`config.mk`:
```
export PLATFORM = sky130hd
export DESIGN_NAME = midi_track_to_note_stream_core_flat
export DESIGN_NICKNAME = d
export VERILOG_FILES = /design/src/design/mtns_pkg.sv /design/src/design/mtns_if.sv /design/src/design/midi_track_to_note_stream_core.sv /design/src/design/mtns_front.sv /design/src/design/mtns_cmd_fifo.sv /design/src/design/mtns_back.sv /design/src/flat_wrapper.sv
export SDC_FILE = /design/constraint.sdc
export NUM_CORES = 1
export LEC_CHECK = 0
export ABC_AREA = 1
export BUFFER_PORTS_ARGS = -buffer_cell sky130_fd_sc_hd__buf_2
export CAP_MARGIN = 15
export CORE_MARGIN = 3
export CORE_UTILIZATION = 30
export DETAILED_ROUTE_END_ITERATION = 8
export MAX_ROUTING_LAYER = met4
export SETUP_SLACK_MARGIN = 0.02
export SYNTH_ARGS = -nofsm -noshare
export SYNTH_HDL_FRONTEND = slang
export SYNTH_SLANG_ARGS = --single-unit
```
`constraint.sdc`:
```
create_clock -name clk_i -period 7 [get_ports clk_i]
set_input_delay 1.05 -clock clk_i [delete_from_list [all_inputs] [get_ports clk_i]]
set_output_delay 1.05 -clock clk_i [all_outputs]
set_load 0.05 [all_outputs]
```
`src/design/mtns_pkg.sv`:
```
// ----------------------------------------------------------------------------
// mtns_pkg
// Types, constants and helpers shared by the MIDI track to note stream block.
// ----------------------------------------------------------------------------
package mtns_pkg;

  localparam int unsigned TpqW      = 15;
  localparam int unsigned TempoW    = 24;
  localparam int unsigned DeltaW    = 32;
  localparam int unsigned ProdW     = DeltaW + TempoW;
  localparam int unsigned DivW      = 25;
  localparam int unsigned CmdQDepth = 2;

  localparam logic [TpqW-1:0]   TpqReset   = 15'd96;
  localparam logic [TempoW-1:0] TempoReset = 24'd500000;
  localparam logic [9:0]        UsPerMs    = 10'd1000;

  localparam logic [7:0] StMeta   = 8'hFF;
  localparam logic [7:0] StSysex  = 8'hF0;
  localparam logic [7:0] StEscape = 8'hF7;
  localparam logic [3:0] HiNoteOn = 4'h9;
  localparam logic [3:0] HiNoteOff = 4'h8;
  localparam logic [3:0] HiPolyAt  = 4'hA;
  localparam logic [3:0] HiCtrl    = 4'hB;
  localparam logic [3:0] HiBend    = 4'hE;

  localparam logic [7:0] MetaTrackName = 8'h03;
  localparam logic [7:0] MetaInstrName = 8'h04;
  localparam logic [7:0] MetaTempo     = 8'h51;
  localparam logic [7:0] MetaTimeSig   = 8'h58;
  localparam logic [7:0] MetaKeySig    = 8'h59;
  localparam logic [7:0] MetaEot       = 8'h2F;
  localparam logic [7:0] EotByte       = 8'hFF;

  typedef enum logic [1:0] {
    ERR_NONE    = 2'd0,
    ERR_UNKNOWN = 2'd1,
    ERR_META_LEN = 2'd2
  } err_e;

  typedef enum logic [1:0] {
    CMD_BYTE  = 2'd0,
    CMD_ERR   = 2'd1,
    CMD_DELAY = 2'd2
  } cmd_op_e;

  typedef struct packed {
    cmd_op_e           op;
    logic [7:0]        data;
    logic [DeltaW-1:0] delta;
    logic [TempoW-1:0] tempo;
  } cmd_t;

  function automatic logic [7:0] note_code(input logic [7:0] pitch);
    logic [7:0] code;
    code = 8'd0;
    case (pitch)
      8'd60: code = 8'd1;
      8'd62: code = 8'd2;
      8'd64: code = 8'd3;
      8'd65: code = 8'd4;
      8'd67: code = 8'd5;
      8'd69: code = 8'd6;
      8'd71: code = 8'd7;
      8'd72: code = 8'd8;
      default: code = 8'd0;
    endcase
    return code;
  endfunction

endpackage

```
`src/design/mtns_if.sv`:
```
// ----------------------------------------------------------------------------
// mtns channel interfaces
// Valid/ready channels for track bytes in and stream records out.
// ----------------------------------------------------------------------------
interface mtns_byte_if;
  logic       valid;
  logic       ready;
  logic [7:0] track_byte;
  modport source (output valid, output track_byte, input ready);
  modport sink   (input valid, input track_byte, output ready);
endinterface

interface mtns_rec_if;
  logic       valid;
  logic       ready;
  logic       kind;
  logic [7:0] out_byte;
  logic [1:0] error_code;
  logic       last;
  modport source (output valid, output kind, output out_byte, output error_code,
                  output last, input ready);
  modport sink   (input valid, input kind, input out_byte, input error_code,
                  input last, output ready);
endinterface

```
`src/design/midi_track_to_note_stream_core.sv`:
```
// ----------------------------------------------------------------------------
// midi_track_to_note_stream_core
// MIDI track chunk parser producing note, delay and end records.
// ----------------------------------------------------------------------------
//  channel   dir  payload                              handshake
//  track_i   in   track_byte[7:0]                      valid/ready
//  note_o    out  kind, out_byte[7:0], error_code, last valid/ready
//  cfg       in   cfg_wdata_i[14:0] ticks per quarter  cfg_we_i
//
//  A byte is taken whenever the two-entry command queue has room. A delay
//  record goes through the generator as a shift-add multiply, a restoring
//  divide and 3 record transactions; other commands give one record.
//  Reset clears all parser state; tempo returns to 500000 us. A stalled
//  output holds its record and fills the queue.
// ----------------------------------------------------------------------------
module midi_track_to_note_stream_core #(
  parameter int unsigned CmdDepth = mtns_pkg::CmdQDepth
) (
  input  logic                      clk_i,
  input  logic                      rst_ni,
  input  logic                      cfg_we_i,
  input  logic [mtns_pkg::TpqW-1:0] cfg_wdata_i,
  mtns_byte_if.sink                 track_i,
  mtns_rec_if.source                note_o
);
  import mtns_pkg::*;

  logic [TpqW-1:0] tpq_q;
  logic            full, empty, push, pop;
  cmd_t            cmd_in, cmd_out;

  always_ff @(posedge clk_i or negedge rst_ni) begin
    if (!rst_ni) tpq_q <= TpqReset;
    else if (cfg_we_i) tpq_q <= cfg_wdata_i;
  end

  assign track_i.ready = !full;

  mtns_front u_front (
    .clk_i    (clk_i),
    .rst_ni   (rst_ni),
    .accept_i (track_i.valid && !full),
    .byte_i   (track_i.track_byte),
    .push_o   (push),
    .cmd_o    (cmd_in)
  );

  mtns_cmd_fifo #(.Depth(CmdDepth)) u_fifo (
    .clk_i   (clk_i),
    .rst_ni  (rst_ni),
    .push_i  (push),
    .cmd_i   (cmd_in),
    .pop_i   (pop),
    .cmd_o   (cmd_out),
    .full_o  (full),
    .empty_o (empty)
  );

  mtns_back u_back (
    .clk_i   (clk_i),
    .rst_ni  (rst_ni),
    .tpq_i   (tpq_q),
    .empty_i (empty),
    .cmd_i   (cmd_out),
    .pop_o   (pop),
    .rec_o   (note_o)
  );

endmodule

```
`src/design/mtns_front.sv`:
```
// ----------------------------------------------------------------------------
// mtns_front
// Event parser: decodes delta times, running status and meta events, and
// pushes one command per byte that needs a result.
// ----------------------------------------------------------------------------
module mtns_front (
  input  logic              clk_i,
  input  logic              rst_ni,
  input  logic              accept_i,
  input  logic [7:0]        byte_i,
  output logic              push_o,
  output mtns_pkg::cmd_t    cmd_o
);
  import mtns_pkg::*;

  typedef enum logic [8:0] {
    PH_DELTA     = 9'b000000001,
    PH_STATUS    = 9'b000000010,
    PH_FIRST     = 9'b000000100,
    PH_META_LEN  = 9'b000001000,
    PH_META_DATA = 9'b000010000,
    PH_NOTE_VEL  = 9'b000100000,
    PH_SKIP_ONE  = 9'b001000000,
    PH_SYX_LEN   = 9'b010000000,
    PH_SYX_SKIP  = 9'b100000000
  } phase_e;

  phase_e            phase_q, phase_d;
  logic [7:0]        rs_q, rs_d, fd_q, fd_d;
  logic [7:0]        mtype_q, mtype_d, mlen_q, mlen_d, mcnt_q, mcnt_d;
  logic [31:0]       mpay_q, mpay_d;
  logic [DeltaW-1:0] acc_q, acc_d;
  logic [TempoW-1:0] tempo_q, tempo_d;
  logic [31:0]       tsig_q, tsig_d;
  logic [15:0]       ksig_q, ksig_d;
  logic              done_q, done_d;

  logic              do_dispatch, do_finish;
  logic [7:0]        disp_fd, code;
  logic [DeltaW-1:0] acc_sh;

  always_comb begin
    phase_d = phase_q; rs_d = rs_q; fd_d = fd_q;
    mtype_d = mtype_q; mlen_d = mlen_q; mcnt_d = mcnt_q; mpay_d = mpay_q;
    acc_d = acc_q; tempo_d = tempo_q; tsig_d = tsig_q; ksig_d = ksig_q;
    done_d = done_q;
    push_o = 1'b0;
    cmd_o = '0;
    cmd_o.tempo = tempo_q;
    do_dispatch = 1'b0;
    do_finish = 1'b0;
    disp_fd = byte_i;
    acc_sh = {acc_q[DeltaW-8:0], byte_i[6:0]};
    code = note_code(fd_q);
    if (accept_i && !done_q) begin
      unique case (phase_q)
        PH_DELTA: begin
          if (!byte_i[7]) begin
            if (acc_sh != '0) begin
              push_o = 1'b1;
              cmd_o.op = CMD_DELAY;
              cmd_o.delta = acc_sh;
            end
            acc_d = '0;
            phase_d = PH_STATUS;
          end else begin
            acc_d = acc_sh;
          end
        end
        PH_STATUS: begin
          if (byte_i[7]) begin
            rs_d = byte_i;
            phase_d = PH_FIRST;
          end else begin
            fd_d = byte_i;
            do_dispatch = 1'b1;
          end
        end
        PH_FIRST: begin
          fd_d = byte_i;
          do_dispatch = 1'b1;
        end
        PH_META_LEN: begin
          mlen_d = byte_i;
          mcnt_d = '0;
          mpay_d = '0;
          if (byte_i == 8'd0) do_finish = 1'b1;
          else phase_d = PH_META_DATA;
        end
        PH_META_DATA: begin
          mpay_d = {mpay_q[23:0], byte_i};
          mcnt_d = mcnt_q + 8'd1;
          if (mcnt_d >= mlen_q) do_finish = 1'b1;
        end
        PH_NOTE_VEL: begin
          phase_d = PH_DELTA;
          if (code == 8'd0) begin
            push_o = 1'b1;
            cmd_o.op = CMD_ERR;
            cmd_o.data = {6'd0, ERR_UNKNOWN};
          end else if (byte_i != 8'd0) begin
            push_o = 1'b1;
            cmd_o.op = CMD_BYTE;
            cmd_o.data = code;
          end
        end
        PH_SKIP_ONE: begin
          phase_d = PH_DELTA;
          push_o = 1'b1;
          cmd_o.op = CMD_ERR;
          cmd_o.data = {6'd0, ERR_UNKNOWN};
        end
        PH_SYX_LEN: begin
          acc_d = acc_sh;
          if (byte_i[7]) phase_d = PH_SYX_LEN;
          else if (acc_sh == '0) begin
            phase_d = PH_DELTA;
            push_o = 1'b1;
            cmd_o.op = CMD_ERR;
            cmd_o.data = {6'd0, ERR_UNKNOWN};
          end else phase_d = PH_SYX_SKIP;
        end
        PH_SYX_SKIP: begin
          acc_d = acc_q - 1'b1;
          if (acc_d == '0) begin
            phase_d = PH_DELTA;
            push_o = 1'b1;
            cmd_o.op = CMD_ERR;
            cmd_o.data = {6'd0, ERR_UNKNOWN};
          end
        end
        default: phase_d = PH_DELTA;
      endcase

      if (do_dispatch) begin
        if (rs_d == StMeta) begin
          mtype_d = disp_fd;
          phase_d = PH_META_LEN;
        end else if (rs_d == StSysex || rs_d == StEscape) begin
          // count restarts from this byte alone
          acc_d = {{(DeltaW-7){1'b0}}, disp_fd[6:0]};
          if (disp_fd[7]) phase_d = PH_SYX_LEN;
          else if (disp_fd[6:0] == 7'd0) begin
            phase_d = PH_DELTA;
            push_o = 1'b1;
            cmd_o.op = CMD_ERR;
            cmd_o.data = {6'd0, ERR_UNKNOWN};
          end else phase_d = PH_SYX_SKIP;
        end else if (rs_d[7:4] == HiNoteOn) begin
          phase_d = PH_NOTE_VEL;
        end else if (rs_d[7:4] == HiNoteOff || rs_d[7:4] == HiPolyAt ||
                     rs_d[7:4] == HiCtrl || rs_d[7:4] == HiBend) begin
          phase_d = PH_SKIP_ONE;
        end else begin
          phase_d = PH_DELTA;
          push_o = 1'b1;
          cmd_o.op = CMD_ERR;
          cmd_o.data = {6'd0, ERR_UNKNOWN};
        end
      end

      if (do_finish) begin
        phase_d = PH_DELTA;
        unique case (mtype_q)
          MetaTrackName, MetaInstrName: ;
          MetaTempo: begin
            if (mlen_d != 8'd3) begin
              push_o = 1'b1; cmd_o.op = CMD_ERR; cmd_o.data = {6'd0, ERR_META_LEN};
            end else tempo_d = mpay_d[TempoW-1:0];
          end
          MetaTimeSig: begin
            if (mlen_d != 8'd4) begin
              push_o = 1'b1; cmd_o.op = CMD_ERR; cmd_o.data = {6'd0, ERR_META_LEN};
            end else tsig_d = mpay_d;
          end
          MetaKeySig: begin
            if (mlen_d != 8'd2) begin
              push_o = 1'b1; cmd_o.op = CMD_ERR; cmd_o.data = {6'd0, ERR_META_LEN};
            end else ksig_d = mpay_d[15:0];
          end
          MetaEot: begin
            push_o = 1'b1;
            if (mlen_d != 8'd0) begin
              cmd_o.op = CMD_ERR; cmd_o.data = {6'd0, ERR_META_LEN};
            end else begin
              cmd_o.op = CMD_BYTE; cmd_o.data = EotByte;
              done_d = 1'b1;
            end
          end
          default: begin
            push_o = 1'b1; cmd_o.op = CMD_ERR; cmd_o.data = {6'd0, ERR_UNKNOWN};
          end
        endcase
      end
    end
  end

  always_ff @(posedge clk_i or negedge rst_ni) begin
    if (!rst_ni) begin
      phase_q <= PH_DELTA;
      rs_q    <= '0;
      fd_q    <= '0;
      mtype_q <= '0;
      mlen_q  <= '0;
      mcnt_q  <= '0;
      mpay_q  <= '0;
      acc_q   <= '0;
      tempo_q <= TempoReset;
      tsig_q  <= '0;
      ksig_q  <= '0;
      done_q  <= 1'b0;
    end else begin
      phase_q <= phase_d;
      rs_q    <= rs_d;
      fd_q    <= fd_d;
      mtype_q <= mtype_d;
      mlen_q  <= mlen_d;
      mcnt_q  <= mcnt_d;
      mpay_q  <= mpay_d;
      acc_q   <= acc_d;
      tempo_q <= tempo_d;
      tsig_q  <= tsig_d;
      ksig_q  <= ksig_d;
      done_q  <= done_d;
    end
  end

endmodule

```
`src/design/mtns_cmd_fifo.sv`:
```
// ----------------------------------------------------------------------------
// mtns_cmd_fifo
// Short command queue between the parser and the record generator.
// ----------------------------------------------------------------------------
module mtns_cmd_fifo #(
  parameter int unsigned Depth = mtns_pkg::CmdQDepth
) (
  input  logic           clk_i,
  input  logic           rst_ni,
  input  logic           push_i,
  input  mtns_pkg::cmd_t cmd_i,
  input  logic           pop_i,
  output mtns_pkg::cmd_t cmd_o,
  output logic           full_o,
  output logic           empty_o
);
  import mtns_pkg::*;

  localparam int unsigned PtrW = (Depth > 1) ? $clog2(Depth) : 1;
  localparam int unsigned CntW = $clog2(Depth + 1);

  cmd_t            mem_q [Depth];
  logic [PtrW-1:0] wr_q, rd_q;
  logic [CntW-1:0] cnt_q;

  assign full_o  = (cnt_q == CntW'(Depth));
  assign empty_o = (cnt_q == '0);
  assign cmd_o   = mem_q[rd_q];

  always_ff @(posedge clk_i) begin
    if (push_i) mem_q[wr_q] <= cmd_i;
  end

  always_ff @(posedge clk_i or negedge rst_ni) begin
    if (!rst_ni) begin
      wr_q  <= '0;
      rd_q  <= '0;
      cnt_q <= '0;
    end else begin
      if (push_i) wr_q <= (wr_q == PtrW'(Depth - 1)) ? '0 : wr_q + 1'b1;
      if (pop_i)  rd_q <= (rd_q == PtrW'(Depth - 1)) ? '0 : rd_q + 1'b1;
      if (push_i && !pop_i)      cnt_q <= cnt_q + 1'b1;
      else if (pop_i && !push_i) cnt_q <= cnt_q - 1'b1;
    end
  end

endmodule

```
`src/design/mtns_back.sv`:
```
// ----------------------------------------------------------------------------
// mtns_back
// Record generator: shift-add multiply, restoring divide, record output.
// ----------------------------------------------------------------------------
module mtns_back (
  input  logic                      clk_i,
  input  logic                      rst_ni,
  input  logic [mtns_pkg::TpqW-1:0] tpq_i,
  input  logic                      empty_i,
  input  mtns_pkg::cmd_t            cmd_i,
  output logic                      pop_o,
  mtns_rec_if.source                rec_o
);
  import mtns_pkg::*;

  typedef enum logic [3:0] {
    B_IDLE = 4'b0001,
    B_MUL  = 4'b0010,
    B_DIV  = 4'b0100,
    B_EMIT = 4'b1000
  } bstate_e;

  bstate_e           st_q;
  cmd_op_e           op_q;
  logic [7:0]        data_q;
  logic [DeltaW-1:0] delta_q;
  logic [TempoW-1:0] tempo_q;
  logic [ProdW-1:0]  prod_q;
  logic [DivW-1:0]   div_q;
  logic [DivW:0]     rem_q, trial;
  logic [5:0]        cnt_q;
  logic [1:0]        idx_q;
  logic              ovalid_q, okind_q, olast_q;
  logic [7:0]        obyte_q;
  logic [1:0]        oerr_q;
  logic              load;
  logic [15:0]       qsat;
  logic [TpqW-1:0]   tpq_nz;

  assign tpq_nz = (tpq_i == '0) ? TpqW'(1) : tpq_i;
  assign trial  = {rem_q[DivW-1:0], prod_q[ProdW-1]};
  assign qsat   = (|prod_q[ProdW-1:16]) ? 16'hFFFF : prod_q[15:0];
  assign load   = (st_q == B_EMIT) && (!ovalid_q || rec_o.ready);
  assign pop_o  = (st_q == B_IDLE) && !empty_i;

  assign rec_o.valid      = ovalid_q;
  assign rec_o.kind       = okind_q;
  assign rec_o.out_byte   = obyte_q;
  assign rec_o.error_code = oerr_q;
  assign rec_o.last       = olast_q;

  always_ff @(posedge clk_i or negedge rst_ni) begin
    if (!rst_ni) begin
      st_q     <= B_IDLE;
      cnt_q    <= '0;
      idx_q    <= '0;
      ovalid_q <= 1'b0;
    end else begin
      unique case (st_q)
        B_IDLE: begin
          if (!empty_i) begin
            cnt_q <= '0;
            if (cmd_i.op == CMD_DELAY) begin
              st_q <= B_MUL;
            end else begin
              st_q  <= B_EMIT;
              idx_q <= 2'd2;
            end
          end
        end
        B_MUL: begin
          cnt_q <= cnt_q + 1'b1;
          if (cnt_q == 6'(TempoW - 1)) begin
            st_q  <= B_DIV;
            cnt_q <= '0;
          end
        end
        B_DIV: begin
          cnt_q <= cnt_q + 1'b1;
          if (cnt_q == 6'(ProdW - 1)) begin
            st_q  <= B_EMIT;
            idx_q <= '0;
          end
        end
        B_EMIT: begin
          if (load) begin
            idx_q <= idx_q + 1'b1;
            if (idx_q == 2'd2) st_q <= B_IDLE;
          end
        end
        default: st_q <= B_IDLE;
      endcase
      if (load) ovalid_q <= 1'b1;
      else if (rec_o.ready) ovalid_q <= 1'b0;
    end
  end

  // datapath: product, then quotient shifted into the same register
  always_ff @(posedge clk_i) begin
    if (pop_o) begin
      op_q    <= cmd_i.op;
      data_q  <= cmd_i.data;
      delta_q <= cmd_i.delta;
      tempo_q <= cmd_i.tempo;
      prod_q  <= '0;
      rem_q   <= '0;
      div_q   <= DivW'(tpq_nz * UsPerMs);
    end else if (st_q == B_MUL) begin
      prod_q  <= {prod_q[ProdW-2:0], 1'b0} +
                 (tempo_q[TempoW-1] ? ProdW'(delta_q) : '0);
      tempo_q <= {tempo_q[TempoW-2:0], 1'b0};
    end else if (st_q == B_DIV) begin
      if (trial >= {1'b0, div_q}) begin
        rem_q  <= trial - {1'b0, div_q};
        prod_q <= {prod_q[ProdW-2:0], 1'b1};
      end else begin
        rem_q  <= trial;
        prod_q <= {prod_q[ProdW-2:0], 1'b0};
      end
    end
    if (load) begin
      olast_q <= (idx_q == 2'd2);
      okind_q <= (op_q == CMD_ERR);
      oerr_q  <= (op_q == CMD_ERR) ? data_q[1:0] : ERR_NONE;
      case (idx_q)
        2'd0:    obyte_q <= 8'd0;
        2'd1:    obyte_q <= qsat[15:8];
        default: obyte_q <= (op_q == CMD_DELAY) ? qsat[7:0] :
                            (op_q == CMD_ERR) ? 8'd0 : data_q;
      endcase
    end
  end

endmodule

```
`src/flat_wrapper.sv`:
```
// flat-port wrapper written by rule: the top's interface ports become plain ports
module midi_track_to_note_stream_core_flat import mtns_pkg::*;
#(
  parameter int unsigned CmdDepth = mtns_pkg::CmdQDepth
)
  (clk_i, rst_ni, cfg_we_i, cfg_wdata_i, track_i_valid, track_i_track_byte, track_i_ready, note_o_valid, note_o_kind, note_o_out_byte, note_o_error_code, note_o_last, note_o_ready);
  mtns_byte_if track_i_i ();
  mtns_rec_if note_o_i ();
  input  logic clk_i;
  input  logic rst_ni;
  input  logic cfg_we_i;
  input  logic [mtns_pkg::TpqW-1:0] cfg_wdata_i;
  input wire logic [$bits(track_i_i.valid)-1:0] track_i_valid;
  input wire logic [$bits(track_i_i.track_byte)-1:0] track_i_track_byte;
  output wire logic [$bits(track_i_i.ready)-1:0] track_i_ready;
  output wire logic [$bits(note_o_i.valid)-1:0] note_o_valid;
  output wire logic [$bits(note_o_i.kind)-1:0] note_o_kind;
  output wire logic [$bits(note_o_i.out_byte)-1:0] note_o_out_byte;
  output wire logic [$bits(note_o_i.error_code)-1:0] note_o_error_code;
  output wire logic [$bits(note_o_i.last)-1:0] note_o_last;
  input wire logic [$bits(note_o_i.ready)-1:0] note_o_ready;
  assign track_i_i.valid = track_i_valid;
  assign track_i_i.track_byte = track_i_track_byte;
  assign track_i_ready = track_i_i.ready;
  assign note_o_valid = note_o_i.valid;
  assign note_o_kind = note_o_i.kind;
  assign note_o_out_byte = note_o_i.out_byte;
  assign note_o_error_code = note_o_i.error_code;
  assign note_o_last = note_o_i.last;
  assign note_o_i.ready = note_o_ready;
  midi_track_to_note_stream_core #(.CmdDepth(CmdDepth)) u_core (.clk_i(clk_i), .rst_ni(rst_ni), .cfg_we_i(cfg_we_i), .cfg_wdata_i(cfg_wdata_i), .track_i(track_i_i), .note_o(note_o_i));
endmodule
```
==> metrics.cfg, run 1 <==
[clocking]
cts_hold_buf=0
clock_sinks=466
numCtsBuffers=53
cts_resized=0
clk_path_buf_depth=3
ctsRootBufferMaster=clkbuf_16
clkLatencyLatePin_ns=0.61
post-cts-setup-buffers=0
htreeDepth=2
tritoncts=yes
cts.clk_slew.worst_paths_ns=0.06

[sta]
rsz0062_at_grt=no
relSlewSlack_pct=26.64
timing.setup.tns_ns=0
setup_ws_ns=1.063
fin_crit_ns=5.937
whs_ns=0.4714
fin_crit_sh_pct=84.81
setup_viol=0
fin_skew_ns=0.01199
fmax_mhz=168.4
drv_slew=0
worstMarginPinSlew_ns=1.100
final-hold-violation-count=0

[drt]
dr_total_vias=22865
drt_iter0_markers=1694
dr.pass1.iters=5
drc_errors=0
wirelength_um=71410
vias_per_cell=4.833
antenna_left=0
wl_per_cell_um=15.09

[placed_design]
finalWeightedCongestion=0.9484
io_buffers=41
dp_hpwl_um=50090
placed_cells=4631
post_dp_cell_area_um2=29280
pre_cts_ws_ns=1.010

[global_routing]
grt_max_degree=91
grt_pass1_vias=22400
grt.total_usage_pct=15.05
grt_overflow=0
grt_antenna_before_repair=1
grt_first_pass_wirelength_um=117200

[setup_path]
worst-path-stages=22
path_cells=nor2_1, inv_1, nor4_1, buf_4, inv_1, o21ai_0, ha_1, fa_1, inv_1, fa_1, inv_1, fa_1, ha_1, a21oi_1, nand2_1, and3_1, nor2_1, o21ai_0, a21boi_0, o21bai_1, a21oi_1, xnor2_1
critical_path_arrival_ns=6.30
cp_slowest_cell=nor4_1
critical_path_required_ns=7.36
path_buf_inv=5
reg2reg_to=u_core.u_back.div_q[18]
ff2ff_path_depth=22
cpMostUsedCell=inv_1
crit_family=adder cells
path_max_fanout=9
path_class=register to register
crit_path_start_kind=register
reg2reg_slack_ns=1.06
end_kind=register
cpPeakStageDelay_ns=0.71
timing.rr.start=u_core.tpq_q[13]

[power]
p_per_area_nw_per_um2=356.4
vdd_ir_drop_max_mv=0.2327
power.leakage_nw=13.39

[synthesis]
avgSynthCellArea_um2=8.079
synthMuxAreaShare_pct=0.04047
yosys.area.top_type=edfxtp_1
synthTopCellsByArea=edfxtp_1 (24%), dfrtp_1 (14%), nand2_1 (11%)
yosysSeqAreaShare_pct=44.52
yosys_warnings=0
ys_async_sr_fraction_pct=34.76
synth_top_family_by_area=simple AND/OR/NAND/NOR gates
ys_types=60
synth.top_cell.area_share_pct=24.07
synth.net_count=3645
synth_edf_count=223
synth_seq_cells=466
synthCells=3444
synth_compound_area_share_pct=13.77
netlist_top_cells_count=nand2_1 (847), inv_1 (404), nor2_1 (357)
synthAdderAreaFrac_pct=9.156
yosys.area_share.simple_pct=22.99
yosysMostFrequentCell=nand2_1
synth_flop_cell=edfxtp_1
synth-xor-area-share_pct=2.141
syn_area_um2=27820

[outcome]
status=complete, no violations

[worst_hold_path]
holdPathEnd=u_core.u_fifo.mem_q[1][4]
hold_depth=0
worstHoldStart=u_core.u_front.tempo_q[4]
hp-class=register to register

[finish]
finalNetCount=3644
n_antenna_cell=0
area.growth.synth_to_final_pct=12.18
regArea_um2=12390
final_cell_count_no_fill=4731
multi_input_area_um2=13420
drive_above_1_share_pct=6.594
nFillCells=9626
fin_area_um2=31210

[floorplanning]
row_count=111
start_util_pct=30.31
die_h_um=310.5
fp.dieW_um=310.5
core_um2=91800
die_area_um2=96430
ioPinCount=42

[run]
cap_viol_max_count=0

-- worst register-to-register path: cells and delay by family, from the launching register on --
family	cells	cell delay, ns
buf+inv	5	0.49
compound gates	6	1.11
fa+ha+maj	5	2.10
xor+xnor	1	0.08
simple gates	5	1.39
flops	1	0.51
-- registers in the layout, indices dropped and copies added, names as in the netlist, 9 cells and up --
register	count
u_core.u_front.acc_q	32
u_core.u_back.div_q	22
u_core.u_front.tempo_q	24
u_core.u_fifo.mem_q	126
u_core.u_front.phase_q	9
u_core.u_back.prod_q	56
u_core.u_back.rem_q	25
u_core.u_back.delta_q	32
u_core.u_back.tempo_q	24
u_core.tpq_q	15
u_core.u_front.mpay_q	24
-- cells by family after synthesis --
kind of cell,Yosys count
fa+ha+maj,173
compound gates,676
simple gates,1528
mux,1
xor+xnor,68
flops,466
buf+inv,532
-- how the worst max path moves through the flow --
stage                     startpoint                         to  slack (ns)
4_1_cts             u_core.tpq_q[13]    u_core.u_back.div_q[18]        0.99
2_1_floorplan  track_i_track_byte[2]  u_core.u_fifo.mem_q[1][0]        1.61
3_3_place_gp        u_core.tpq_q[13]    u_core.u_back.div_q[18]        1.12
3_5_place_dp        u_core.tpq_q[13]    u_core.u_back.div_q[18]        1.01
6_report            u_core.tpq_q[13]    u_core.u_back.div_q[18]        1.06
5_1_grt             u_core.tpq_q[13]    u_core.u_back.div_q[18]        0.48
-- layout by cell type, fill, tap and decap left out, drive strengths merged, types with 10 or more instances in the layout --
cell    instances
a31oi          43
xnor2          19
dfstp          11
nand3         147
nor2          372
clkinv         17
ha            122
nand2         853
a21oi         215
a21o           15
o22ai          50
fa             51
xor2           49
a221oi         12
nor3           63
dfxtp          81
inv           417
buf            62
clkbuf         63
o21bai         16
edfxtp        223
dfrtp         151
nand4          46
o31ai          28
nor4           27
bufinv         10
o21ai         265
o211ai         14
-- per-layer routing --
layer	vias up	global-route usage [%]	wire length, µm
met3	137	2.101	3127
li1	11512	-	-
met2	499	24.60	33310
met5	-	-	0
met4	0	5.066	2118
met1	10717	19.20	32850
-- stage by stage --
step / power [mW] / util (%)
6_report: 11.12 / 34.00
5_1_grt: 12.06 / 34.00
4_1_cts: 11.28 / 34.00
3_5_place_dp: 8.158 / 31.90
3_3_place_gp: 8.124 / 31.90
2_1_floorplan: 7.070 / -
-- power by group --
| part | internal (mW) | switching, mW |
|---|---|---|
| logic | 1.42 | 2.84 |
| registers | 3.56 | 0.246 |
| clock network | 1.85 | 1.20 |
-- final cells by class --
cell class,count,area share (%)
Clock inverter,37,1.583
Tap cell,1243,4.983
Inverter,414,4.987
Multi-Input combinational cell,2446,42.98
Timing Repair Buffer,62,1.183
Clock buffer,63,4.598
Sequential cell,466,39.69
(Power assumes the default switching activity.)
==> inputs of run 2 (changes only) <==
==> constraint.sdc (replaced) <==
create_clock -name clk_i -period 4.8 [get_ports clk_i]
set_input_delay 0.72 -clock clk_i [delete_from_list [all_inputs] [get_ports clk_i]]
set_output_delay 0.72 -clock clk_i [all_outputs]
set_load 0.05 [all_outputs]
==> metrics.cfg, run 2 (synthesized netlist as in run 1, its figures left out) <==
[outcome]
status=finished with violations
violations=negative setup slack

[clocking]
cts.clk_slew.worst_paths_ns=0.06
clkLatencyLatePin_ns=0.60
numCtsBuffers=51
ctsRootBufferMaster=clkbuf_16
clk_path_buf_depth=3
clock_sinks=466
htreeDepth=2
tritoncts=yes

[setup_path]
path_class=register to register
crit_family=adder cells
path_cells=inv_2, ha_4, nand4_1, nor4_4, buf_6, nor2_4, inv_2, fa_1, fa_1, inv_2, fa_1, fa_1, ha_4, a21oi_4, inv_2, a31oi_4, o21ai_2, buf_4, nand3_2, nand4_1, nand3_1, nand2_1, xor2_1
crit_start=u_core.tpq_q[5]
path_buf_inv=6
worst-path-stages=23
critical_path_required_ns=5.14
path_max_fanout=4
end_kind=register
crit_path_start_kind=register
timing.rr.start=u_core.tpq_q[5]
ff2ff_path_depth=23
critical_path_arrival_ns=5.25
cp_slowest_cell=fa_1
cpPeakStageDelay_ns=0.57

[global_routing]
gr-usage-met3_pct=1.801
grt_antenna_before_repair=0
grt_first_pass_wirelength_um=118200
groute.layer.met2.usage_pct=24.77
grt_busiest_layer=met2
grt_use_met1_pct=19.70
grt_max_degree=96
grt_pass1_vias=22758
grt_overflow=0
grt.total_usage_pct=15.12

[finish]
final_cell_count_no_fill=4833
finalNetCount=3748
final_common_cell=nand2_1
nFillCells=9462
area.growth.synth_to_final_pct=16.32
fin_area_um2=32360
layout_common_cells=nand2_1 (844), inv_1 (391), nor2_1 (346)
top_regs=u_core.u_fifo.mem_q: 126 flops, u_core.u_back.prod_q: 56 flops
largest_reg_flops=126
top_register=u_core.u_fifo.mem_q
n_antenna_cell=0
drive_above_1_share_pct=10.70

[power]
seqPwrFrac_pct=31.6
p_per_area_nw_per_um2=544.5
combPwrFrac_pct=43.7
pwr-share-clk_pct=24.8
p_sw_mw=6.677
power_mw=17.62
vdd_ir_drop_max_mv=0.4425
power.leakage_nw=13.93
switching_share_pct=37.89
p_int_mw=10.94

[sta]
final-hold-violation-count=0
fin_skew_ns=0.01985
fin_crit_ns=4.910
setup_ws_ns=-0.1095
worstMarginPinSlew_ns=1.077
fin_crit_sh_pct=102.3
fmax_mhz=203.7
timing.setup.tns_ns=-0.5791
relSlewSlack_pct=28.09
whs_ns=0.2112
setup_viol=8
rsz0062_at_grt=yes
drv_slew=0

[placed_design]
dp_hpwl_um=51330
io_buffers=41
placed_cells=4719
post_dp_cell_area_um2=30080
finalWeightedCongestion=0.9480

[floorplanning]
row_count=111
die_area_um2=96430
fp.dieW_um=310.5
core_um2=91800
die_h_um=310.5
start_util_pct=30.31
ioPinCount=42

[drt]
dr.pass1.iters=5
antenna_left=0
dr_total_vias=23211
drt_iter0_markers=1776
vias_per_cell=4.803
drc_errors=0
wirelength_um=72400
wl_per_cell_um=14.98

[worst_hold_path]
hp-class=primary input to async pin

[run]
cap_viol_max_count=0

==> run 2: cell types whose count changed in the layout (fill, tap and decap cells not counted), sizes merged <==
cell / previous run / this run
clkinvlp: 7 / 4
clkinv: 17 / 10
clkbuf: 63 / 68
inv: 417 / 418
buf: 62 / 168
==> run 2: routing by layer <==
layer / wire length [µm] / vias to the layer above
met2: 33860 / 443
met5: 0 / -
met1: 33670 / 10906
met3: 2904 / 124
met4: 1963 / 0
li1: - / 11738
==> run 2: path summary, 6_finish.rpt <==
kind | endpoint | slack [ns]
worst max-delay path | u_core.u_back.div_q[23] | -0.11
worst min-delay path | u_core.u_back.cnt_q[4] | 0.21
worst max register to register | u_core.u_back.div_q[23] | -0.11
worst min register to register | u_core.u_fifo.mem_q[0][11] | 0.47
max in group asynchronous | u_core.tpq_q[5] | 3.56
min in group clk_i | u_core.tpq_q[2] | 0.34
==> run 2: timing repair <==
action,4_1_cts,5_1_grt
buffers inserted,7,11
endpoints found under the setup margin,10,13
gates resized for setup,35,24
hold buffers,0,0
pin swaps,23,38
==> run 2: worst register-to-register path: stages, from the launching register on <==
cell	delay, ns
dfstp_2	0.53
inv_2	0.05
ha_4	0.15
nand4_1	0.16
nor4_4	0.06
buf_6	0.13
nor2_4	0.13
inv_2	0.05
fa_1	0.50
fa_1	0.57
inv_2	0.04
fa_1	0.54
fa_1	0.45
ha_4	0.28
a21oi_4	0.11
inv_2	0.06
a31oi_4	0.16
o21ai_2	0.08
buf_4	0.15
nand3_2	0.06
nand4_1	0.10
nand3_1	0.10
nand2_1	0.06
xor2_1	0.13
==> run 2: cell type report <==
type                            count  area, µm²  area share, %
Tap cell                         1243       1555          4.806
Multi-Input combinational cell   2446      13750          42.49
Clock inverter                     28      427.9          1.322
Timing Repair Buffer              168       1242          3.839
Inverter                          414       1556          4.810
Clock buffer                       68       1443          4.458
Sequential cell                   466      12390          38.28
==> run 2: power groups by stage <==
stage / Clock [mW] / Combinational, mW / Sequential, mW
2_1_floorplan: 0 / 4.79 / 5.63
3_3_place_gp: 0 / 7.02 / 5.64
3_5_place_dp: 0 / 7.10 / 5.65
4_1_cts: 4.47 / 7.45 / 5.57
5_1_grt: 4.64 / 8.73 / 5.63
6_report: 4.36 / 7.70 / 5.56
==> run 2: stage by stage <==
stage	utilization (%)	worst slack, ns
finish	35.25	-0.1095
global route	35.25	-0.3102
CTS	35.02	-0.1490
detailed placement	32.77	-0.2404
global placement	32.77	-0.1634
floorplan	-	0.004548
